`src/rtl/core/arxm_pkg.sv`:
```
// ----------------------------------------------------------------------------
// arxm_pkg
// Shared types, constants and bit-mixing functions for the AND-rotate-xor
// mixing block.
// ----------------------------------------------------------------------------
`default_nettype none

package arxm_pkg;

   localparam logic [63:0] SEED_ADD_A = 64'h9E3779B97F4A7C15;
   localparam logic [63:0] SEED_MUL_B = 64'h6A09E667F3BCC909;
   localparam logic [63:0] SEED_XOR_C = 64'h3243F6A8885A308D;
   localparam logic [63:0] SEED_ADD_D = 64'hB7E151628AED2A6B;

   localparam int unsigned ROUND_CNT_W = 4;

   typedef struct packed {
      logic [63:0] a;
      logic [63:0] b;
      logic [63:0] c;
      logic [63:0] d;
   } words_type;

   typedef enum logic [1:0] {
      FSM_IDLE,
      FSM_MUL,
      FSM_RUN
   } fsm_type;

   // r is always a constant in 1..63
   function automatic logic [63:0] rol64(input logic [63:0] x, input int unsigned r);
      return (x << r) | (x >> (64 - r));
   endfunction

   function automatic logic [63:0] and_mix(input logic [63:0] x);
      logic [63:0] t;
      t = x;
      t = t ^ (rol64(t, 31) & rol64(t, 53));
      t = t ^ (rol64(t, 17) & rol64(t, 43));
      t = t ^ (rol64(t, 7) & rol64(t, 23));
      t = t ^ (rol64(t, 5) & rol64(t, 19));
      return t;
   endfunction

endpackage

`default_nettype wire

```
`src/rtl/core/arxm_if.sv`:
```
// ----------------------------------------------------------------------------
// arxm_if
// Valid/ready channel interfaces for the request and response transactions.
// ----------------------------------------------------------------------------
`default_nettype none

interface arxm_req_if;
   logic        valid;
   logic        ready;
   logic        cmd;
   logic [63:0] word_a;
   logic [63:0] word_b;
   logic [63:0] word_c;
   logic [63:0] word_d;
   logic [3:0]  round_count;

   modport source (output valid, cmd, word_a, word_b, word_c, word_d, round_count,
                   input ready);
   modport sink (input valid, cmd, word_a, word_b, word_c, word_d, round_count,
                 output ready);
endinterface

interface arxm_rsp_if;
   logic        valid;
   logic        ready;
   logic [63:0] mixed_a;
   logic [63:0] mixed_b;
   logic [63:0] mixed_c;
   logic [63:0] mixed_d;
   logic [63:0] output_word;

   modport source (output valid, mixed_a, mixed_b, mixed_c, mixed_d, output_word,
                   input ready);
   modport sink (input valid, mixed_a, mixed_b, mixed_c, mixed_d, output_word,
                 output ready);
endinterface

`default_nettype wire

```
`src/rtl/core/and_rotate_xor_mixing_rounds.sv`:
```
// ----------------------------------------------------------------------------
// and_rotate_xor_mixing_rounds
// Mixes a 256-bit state (four 64-bit words, or words expanded from a seed)
// through round_count AND-rotate-xor rounds and returns the words plus a
// folded, whitened output word.
// Request channel (req_ch): valid/ready; one transaction carries cmd, the
// four words and round_count. Response channel (rsp_ch): valid/ready; one
// transaction per request with the mixed words and output_word.
// For cmd 1, the seed multiply runs on the shared 32x32 multiplier first.
// The shared round unit applies one round per cycle; req_ch.ready is high
// only while the sequencer is idle, so no new request is taken until the
// current one has left the sequencer. The response sits in an output
// register: the next request is accepted while it waits, and a stalled
// receiver holds the finished state in the sequencer until that register frees.
// Reset (synchronous, active high) returns the sequencer to idle and drops
// rsp_ch.valid; no state is kept between transactions.
// ----------------------------------------------------------------------------
`default_nettype none

module and_rotate_xor_mixing_rounds
   import arxm_pkg::*;
(
   input  wire logic  clock,
   input  wire logic  reset,
   arxm_req_if.sink   req_ch,
   arxm_rsp_if.source rsp_ch
);

   fsm_type                fsm_ff, fsm_in;
   words_type              words_ff, words_in;
   logic [ROUND_CNT_W-1:0] cnt_ff, cnt_in;
   logic                   rsp_valid_ff, rsp_valid_in;
   words_type              out_words_ff;
   logic [63:0]            out_word_ff;

   logic                   accept;
   logic                   load_out;
   logic                   mul_start;
   logic                   mul_done;
   logic [63:0]            mul_product;
   words_type              round_out;
   logic [63:0]            fold_out;

   arxm_mul u_mul (
      .clock   (clock),
      .reset   (reset),
      .start   (mul_start),
      .operand (rol64(req_ch.word_a, 17)),
      .done    (mul_done),
      .product (mul_product)
   );

   arxm_round u_round (
      .cur  (words_ff),
      .nxt  (round_out),
      .fold (fold_out)
   );

   assign req_ch.ready = (fsm_ff == FSM_IDLE);
   assign accept       = req_ch.valid && req_ch.ready;

   always_comb begin
      fsm_in    = fsm_ff;
      words_in  = words_ff;
      cnt_in    = cnt_ff;
      mul_start = 1'b0;
      load_out  = 1'b0;

      case (fsm_ff)
         FSM_IDLE: begin
            if (accept) begin
               cnt_in = req_ch.round_count;
               if (req_ch.cmd) begin
                  words_in.a = req_ch.word_a + SEED_ADD_A;
                  words_in.b = '0;
                  words_in.c = req_ch.word_a ^ SEED_XOR_C;
                  words_in.d = rol64(req_ch.word_a, 32) + SEED_ADD_D;
                  mul_start  = 1'b1;
                  fsm_in     = FSM_MUL;
               end else begin
                  words_in.a = req_ch.word_a;
                  words_in.b = req_ch.word_b;
                  words_in.c = req_ch.word_c;
                  words_in.d = req_ch.word_d;
                  fsm_in     = FSM_RUN;
               end
            end
         end
         FSM_MUL: begin
            if (mul_done) begin
               words_in.b = mul_product;
               fsm_in     = FSM_RUN;
            end
         end
         FSM_RUN: begin
            if (cnt_ff != '0) begin
               words_in = round_out;
               cnt_in   = cnt_ff - ROUND_CNT_W'(1);
            end else if (!rsp_valid_ff || rsp_ch.ready) begin
               load_out = 1'b1;
               fsm_in   = FSM_IDLE;
            end
         end
         default: begin
            fsm_in = FSM_IDLE;
         end
      endcase

      rsp_valid_in = load_out || (rsp_valid_ff && !rsp_ch.ready);
   end

   always_ff @(posedge clock) begin
      if (reset) begin
         fsm_ff       <= FSM_IDLE;
         rsp_valid_ff <= 1'b0;
      end else begin
         fsm_ff       <= fsm_in;
         rsp_valid_ff <= rsp_valid_in;
      end
   end

   always_ff @(posedge clock) begin
      words_ff <= words_in;
      cnt_ff   <= cnt_in;
      if (load_out) begin
         out_words_ff <= words_ff;
         out_word_ff  <= fold_out;
      end
   end

   assign rsp_ch.valid       = rsp_valid_ff;
   assign rsp_ch.mixed_a     = out_words_ff.a;
   assign rsp_ch.mixed_b     = out_words_ff.b;
   assign rsp_ch.mixed_c     = out_words_ff.c;
   assign rsp_ch.mixed_d     = out_words_ff.d;
   assign rsp_ch.output_word = out_word_ff;

endmodule

`default_nettype wire

```
`src/rtl/core/arxm_mul.sv`:
```
// ----------------------------------------------------------------------------
// arxm_mul
// Low 64 bits of operand * SEED_MUL_B from three 32x32 partial products
// through one shared multiplier; result valid on done.
// ----------------------------------------------------------------------------
`default_nettype none

module arxm_mul
   import arxm_pkg::*;
(
   input  wire logic        clock,
   input  wire logic        reset,
   input  wire logic        start,
   input  wire logic [63:0] operand,
   output logic             done,
   output logic [63:0]      product
);

   localparam logic [31:0] K_LO = SEED_MUL_B[31:0];
   localparam logic [31:0] K_HI = SEED_MUL_B[63:32];

   logic        busy_ff, busy_in;
   logic [1:0]  step_ff, step_in;
   logic [63:0] op_ff;
   logic [63:0] prod_ff, prod_in;
   logic [63:0] acc_ff, acc_in;
   logic [31:0] mul_x, mul_k;

   always_comb begin
      case (step_ff)
         2'd0: begin
            mul_x = op_ff[31:0];
            mul_k = K_LO;
         end
         2'd1: begin
            mul_x = op_ff[63:32];
            mul_k = K_LO;
         end
         2'd2: begin
            mul_x = op_ff[31:0];
            mul_k = K_HI;
         end
         default: begin
            mul_x = op_ff[31:0];
            mul_k = K_LO;
         end
      endcase
      prod_in = 64'(mul_x) * 64'(mul_k);

      case (step_ff)
         2'd1:    acc_in = prod_ff;
         2'd2:    acc_in = acc_ff + {prod_ff[31:0], 32'h0};
         2'd3:    acc_in = acc_ff + {prod_ff[31:0], 32'h0};
         default: acc_in = acc_ff;
      endcase

      done    = busy_ff && (step_ff == 2'd3);
      product = acc_in;

      busy_in = busy_ff;
      step_in = step_ff;
      if (start) begin
         busy_in = 1'b1;
         step_in = 2'd0;
      end else if (busy_ff) begin
         step_in = step_ff + 2'd1;
         if (step_ff == 2'd3) begin
            busy_in = 1'b0;
         end
      end
   end

   always_ff @(posedge clock) begin
      if (reset) begin
         busy_ff <= 1'b0;
         step_ff <= 2'd0;
      end else begin
         busy_ff <= busy_in;
         step_ff <= step_in;
      end
   end

   always_ff @(posedge clock) begin
      if (start) begin
         op_ff <= operand;
      end
      prod_ff <= prod_in;
      acc_ff  <= acc_in;
   end

endmodule

`default_nettype wire

```
`src/rtl/core/arxm_round.sv`:
```
// ----------------------------------------------------------------------------
// arxm_round
// One mixing round (rotate-xor diffusion, pre-mix, AND-rotate mixer) and the
// fold/whiten output function, both evaluated on the current state words.
// ----------------------------------------------------------------------------
`default_nettype none

module arxm_round
   import arxm_pkg::*;
(
   input  wire words_type cur,
   output words_type      nxt,
   output logic [63:0]    fold
);

   logic [63:0] na, nb, nc, nd;
   logic [63:0] fa, fb, fc, fd;
   logic [63:0] t0, t1, t2;

   always_comb begin
      na = cur.a ^ rol64(cur.b, 5)  ^ rol64(cur.c, 13) ^ rol64(cur.d, 25);
      nb = cur.b ^ rol64(cur.c, 11) ^ rol64(cur.d, 19) ^ rol64(cur.a, 29);
      nc = cur.c ^ rol64(cur.d, 23) ^ rol64(cur.a, 9)  ^ rol64(cur.b, 15);
      nd = cur.d ^ rol64(cur.a, 17) ^ rol64(cur.b, 27) ^ rol64(cur.c, 21);

      fa = na ^ rol64(na, 22) ^ rol64(na, 26);
      fb = nb ^ rol64(nb, 22) ^ rol64(nb, 26);
      fc = nc ^ rol64(nc, 22) ^ rol64(nc, 26);
      fd = nd ^ rol64(nd, 22) ^ rol64(nd, 26);

      nxt.a = and_mix(fa);
      nxt.b = and_mix(fb);
      nxt.c = and_mix(fc);
      nxt.d = and_mix(fd);

      t0   = cur.a ^ rol64(cur.b, 32) ^ cur.c ^ rol64(cur.d, 16);
      t1   = t0 ^ rol64(t0, 27) ^ rol64(t0, 17);
      t2   = and_mix(t1);
      fold = t2 ^ {32'h0, t2[63:32]};
   end

endmodule

`default_nettype wire

```
`src/flat_wrapper.sv`:
```
// flat-port wrapper written by rule: the top's interface ports become plain ports
module and_rotate_xor_mixing_rounds_flat import arxm_pkg::*;
  (clock, reset, req_ch_valid, req_ch_cmd, req_ch_word_a, req_ch_word_b, req_ch_word_c, req_ch_word_d, req_ch_round_count, req_ch_ready, rsp_ch_valid, rsp_ch_mixed_a, rsp_ch_mixed_b, rsp_ch_mixed_c, rsp_ch_mixed_d, rsp_ch_output_word, rsp_ch_ready);
  arxm_req_if req_ch_i ();
  arxm_rsp_if rsp_ch_i ();
  input  wire logic clock;
  input  wire logic reset;
  input wire logic [$bits(req_ch_i.valid)-1:0] req_ch_valid;
  input wire logic [$bits(req_ch_i.cmd)-1:0] req_ch_cmd;
  input wire logic [$bits(req_ch_i.word_a)-1:0] req_ch_word_a;
  input wire logic [$bits(req_ch_i.word_b)-1:0] req_ch_word_b;
  input wire logic [$bits(req_ch_i.word_c)-1:0] req_ch_word_c;
  input wire logic [$bits(req_ch_i.word_d)-1:0] req_ch_word_d;
  input wire logic [$bits(req_ch_i.round_count)-1:0] req_ch_round_count;
  output wire logic [$bits(req_ch_i.ready)-1:0] req_ch_ready;
  output wire logic [$bits(rsp_ch_i.valid)-1:0] rsp_ch_valid;
  output wire logic [$bits(rsp_ch_i.mixed_a)-1:0] rsp_ch_mixed_a;
  output wire logic [$bits(rsp_ch_i.mixed_b)-1:0] rsp_ch_mixed_b;
  output wire logic [$bits(rsp_ch_i.mixed_c)-1:0] rsp_ch_mixed_c;
  output wire logic [$bits(rsp_ch_i.mixed_d)-1:0] rsp_ch_mixed_d;
  output wire logic [$bits(rsp_ch_i.output_word)-1:0] rsp_ch_output_word;
  input wire logic [$bits(rsp_ch_i.ready)-1:0] rsp_ch_ready;
  assign req_ch_i.valid = req_ch_valid;
  assign req_ch_i.cmd = req_ch_cmd;
  assign req_ch_i.word_a = req_ch_word_a;
  assign req_ch_i.word_b = req_ch_word_b;
  assign req_ch_i.word_c = req_ch_word_c;
  assign req_ch_i.word_d = req_ch_word_d;
  assign req_ch_i.round_count = req_ch_round_count;
  assign req_ch_ready = req_ch_i.ready;
  assign rsp_ch_valid = rsp_ch_i.valid;
  assign rsp_ch_mixed_a = rsp_ch_i.mixed_a;
  assign rsp_ch_mixed_b = rsp_ch_i.mixed_b;
  assign rsp_ch_mixed_c = rsp_ch_i.mixed_c;
  assign rsp_ch_mixed_d = rsp_ch_i.mixed_d;
  assign rsp_ch_output_word = rsp_ch_i.output_word;
  assign rsp_ch_i.ready = rsp_ch_ready;
  and_rotate_xor_mixing_rounds u_core (.clock(clock), .reset(reset), .req_ch(req_ch_i), .rsp_ch(rsp_ch_i));
endmodule
```
`config.mk`:
```
export PLATFORM = sky130hd
export DESIGN_NAME = and_rotate_xor_mixing_rounds_flat
export DESIGN_NICKNAME = d
export VERILOG_FILES = /design/src/rtl/core/arxm_pkg.sv /design/src/rtl/core/arxm_if.sv /design/src/rtl/core/and_rotate_xor_mixing_rounds.sv /design/src/rtl/core/arxm_mul.sv /design/src/rtl/core/arxm_round.sv /design/src/flat_wrapper.sv
export SDC_FILE = /design/constraint.sdc
export NUM_CORES = 2
export LEC_CHECK = 0
export BUFFER_PORTS_ARGS = -buffer_cell sky130_fd_sc_hd__buf_4
export CAP_MARGIN = 20
export CORE_ASPECT_RATIO = 1.4
export CORE_MARGIN = 3
export CORE_UTILIZATION = 30
export CTS_BUF_LIST = sky130_fd_sc_hd__clkbuf_8
export DETAILED_ROUTE_END_ITERATION = 16
export PLACE_DENSITY_LB_ADDON = 0.2
export SYNTH_ARGS = -nofsm -noshare
export SYNTH_HDL_FRONTEND = slang
export SYNTH_SLANG_ARGS = --single-unit
export TNS_END_PERCENT = 5
```
`constraint.sdc`:
```
create_clock -name clock -period 19.32 [get_ports clock]
set_clock_uncertainty 0.05 [all_clocks]
set_input_delay 3.864 -clock clock [delete_from_list [all_inputs] [get_ports clock]]
set_output_delay 3.864 -clock clock [all_outputs]
set_load 0.05 [all_outputs]
```
==> impl_results.md <==
- Count of unique library cells instantiated by Yosys: 76
- Startpoint types: flop
- Worst hold slack: slightly below 0.4 ns
- Arrival @ worst endpoint: between 10 and 15 ns
- Setup Viol. Count Final: 0
- Initial Util: 30.2%
- Tot GR Track Use: between 30% and 40%
- Critical Path RT: approximately 20 ns
- Core Area: 0.295 mm²
- Slowest cell on the critical path: mux2i_2
- Die height: about 650 µm
- Boundary pin count: 587
- Clk root buf: clkbuf_8
- YS warnings: 0
- Drt first pass iters: 7
- Worst-Margin Slew: about 1.5 ns
- Cells after Synth: a little over 9000
- DR vias/cell: ~5.3
- Max incr delay on CP: between 0.8 and 0.9 ns
- Fin crit share: 54.7%
- Post-route ant nets: 0
- Synth Area per Inst: 9.76 µm²
- CTS Hold Bufs: 0
- CTS sink count: a little under 800
- Vias in the first global route: 75531
- Fmax: between 90 and 100 MHz
- DR iter-0 viols: slightly above 8000
- Crit. End Element: flop
- Post-synth EDFFs: between 600 and 700
- Initial antenna violation count: 70
- Via count: roughly 73000
- Synth Flop Type: edfxtp_1
- Status: finished clean
- Setup CP Type: flop to flop
- RSZ-0062 raised after global routing: no
- Fin. Hold Viols: 0
- FFs w/ async S/R, synth: 0%
- Nets@finish: about 11000
- Rel. slew slack: 3.26%
- Clock-pin slew on the worst setup and hold paths: ~0.06 ns
- Area Overhead vs Synth: 14.4%
- Total die area: between 0.3 and 0.4 mm²
- FP Rows: 236
- WL final: roughly 570000 µm
- Worst hold-check path type: flop to flop
- HPWL Detailed: about 470000 µm
- DRC violations left: 0
- Fillers: between 30000 and 40000
- Slew Limit Fails: 0
- Largest net degree at the start of global routing: 160
- CTS-repair resized insts: 0
- Max FO, Critical Path: 22
- CTS max path bufs: 4
- Global-route wire length before repair: ~720000 µm
- DR WL/cell: between 40 and 50 µm
- Total grt overflow: 0
- Minimum clock period: 10.57 ns
- Share of cells above drive strength 1: between 10% and 20%
- FF+latch count, synth: between 700 and 800
- H-tree depth: 4
- RD Place Congestion: about 1.1
- Setup TNS: 0 ns
- Post-synthesis sequential area ratio: 24.7%
- Num CTS Buffers: about 150
- Mapped Area: just under 0.09 mm²
- Final core utilization: between 30% and 40%
- Crit-path most repeated cell: fa_1
- Number of setup buffers added after CTS: 0
- Clk_lat worst skew: between 1 and 1.5 ns
- Max Cap Viol: 0
- Port bufs: around 600
- Die Wd: approximately 470 µm
- CTS tree: done
-- per-stage QoR --
step / std cells / worst slack (ns) / instance area, µm²
after detailed placement: 13521 / 8.85 / 98800
after floorplan: 9193 / 0.204 / 89300
final: 13820 / 8.75 / 102000
after global routing: 13798 / 8.27 / 102000
after global placement: 13509 / 8.18 / 98700
after CTS: 13776 / 8.70 / 102000
-- cell type report --
type | count | area (µm²) | share of cell area (%)
well taps | 3927 | 4910 | 4.82
repair buffers | 859 | 6580 | 6.45
clock inverters | 94 | 697 | 0.684
clock buffers | 161 | 2220 | 2.17
inverters | 862 | 3240 | 3.18
diodes | 38 | 95.1 | 0.0933
multi-input cells | 7101 | 62100 | 61.0
flip-flops and latches | 778 | 22000 | 21.6
-- state kept, by name, summed over array words and instances (netlist names) --
signal / count
u_core.words_ff: 256
u_core.rsp_ch.mixed_a: 64
u_core.rsp_ch.mixed_b: 64
u_core.rsp_ch.mixed_c: 64
u_core.rsp_ch.mixed_d: 64
u_core.rsp_ch.output_word: 64
u_core.u_mul.acc_ff: 64
u_core.u_mul.op_ff: 64
u_core.u_mul.prod_ff: 64
u_core.cnt_ff: 4
u_core.fsm_ff: 2
u_core.u_mul.step_ff: 2
u_core.rsp_ch.valid: 1
u_core.u_mul.busy_ff: 1
-- path summary, 6_finish.rpt --
kind / depth (start not counted) / end / from / slack (ns)
setup reg to reg: 32 / u_core.u_mul.prod_ff[61] / u_core.u_mul.step_ff[0] / 8.75
hold reg to reg: 0 / u_core.rsp_ch.mixed_d[25] / u_core.words_ff[25] / 0.39
setup / recovery: 32 / u_core.u_mul.prod_ff[61] / u_core.u_mul.step_ff[0] / 8.75
hold / removal: 0 / u_core.rsp_ch.mixed_d[25] / u_core.words_ff[25] / 0.39
-- cells by family after synthesis --
group / Yosys count / share of synthesized area (%)
xor+xnor: 2926 / 32.3
simple gates: 2090 / 9.44
buf+inv: 1314 / 5.90
fa+ha+maj: 1059 / 20.3
compound gates: 843 / 6.03
flops: 778 / 24.7
mux: 109 / 1.24
other cells: 2 / 0.00843
-- placed cells by master, fill, tap and decap left out, types with 46 or more instances in the layout --
cell type  instances
a21o_1            86
a21oi_1          242
a22oi_1           55
buf_4            845
clkbuf_8         161
conb_1            74
dfxtp_1          134
edfxtp_1         644
fa_1             644
ha_1             412
inv_1            900
mux2i_1           94
nand2_1          290
nor2_1          1538
nor3_1            46
o21ai_0          229
xnor2_1         1396
xnor3_1          145
xor2_1          1305
xor3_1            79
-- cells in the mapped netlist, types with 15 or more instances --
| master | n | area share [%] |
|---|---|---|
| buf_1 | 23 | 0.097 |
| xnor3_1 | 145 | 3.7 |
| nand2b_1 | 21 | 0.15 |
| clkbuf_1 | 173 | 0.73 |
| buf_2 | 255 | 1.4 |
| edfxtp_1 | 644 | 22 |
| a222oi_1 | 24 | 0.27 |
| and2_1 | 21 | 0.15 |
| fa_1 | 644 | 14 |
| inv_1 | 859 | 3.6 |
| nor2b_1 | 46 | 0.32 |
| xnor2_1 | 1397 | 14 |
| a22o_1 | 33 | 0.32 |
| a21oi_1 | 242 | 1.4 |
| or2_2 | 26 | 0.18 |
| xor3_1 | 79 | 2.1 |
| nand4_1 | 15 | 0.11 |
| a211oi_1 | 33 | 0.28 |
| a22oi_1 | 55 | 0.46 |
| o221ai_1 | 20 | 0.20 |
| nor2_1 | 1541 | 6.5 |
| mux2i_1 | 101 | 1.1 |
| ha_1 | 415 | 5.8 |
| dfxtp_1 | 134 | 3.0 |
| nand3_1 | 39 | 0.22 |
| xor2_1 | 1305 | 13 |
| a21o_1 | 86 | 0.72 |
| o21ai_0 | 230 | 1.3 |
| nor3_1 | 46 | 0.26 |
| nand2_1 | 291 | 1.2 |
| o21bai_1 | 17 | 0.14 |
-- critical path: cells and delay by family (launching register included) --
kind,cells,cell delay [ns]
simple gates,5,0.78
fa+ha+maj,10,4.47
buf+inv,4,0.96
flops,1,0.41
mux,1,0.86
xor+xnor,1,0.15
compound gates,11,2.64
-- metal layers --
metal  vias to the layer above  routed length [µm]  GRT usage, %  part of all wire (%)
li1                      30258                   -             -                     -
met1                     36714              184000          36.1                    33
met2                      4273              272000          61.3                    48
met3                      1772               39800          8.07                   7.0
met4                        25               70800          36.4                    12
met5                         -                 352         0.638                 0.062
Power is left out: the tool's default activity adds up to more than one toggle a clock period on the data nets, which glitch-free logic cannot reach.
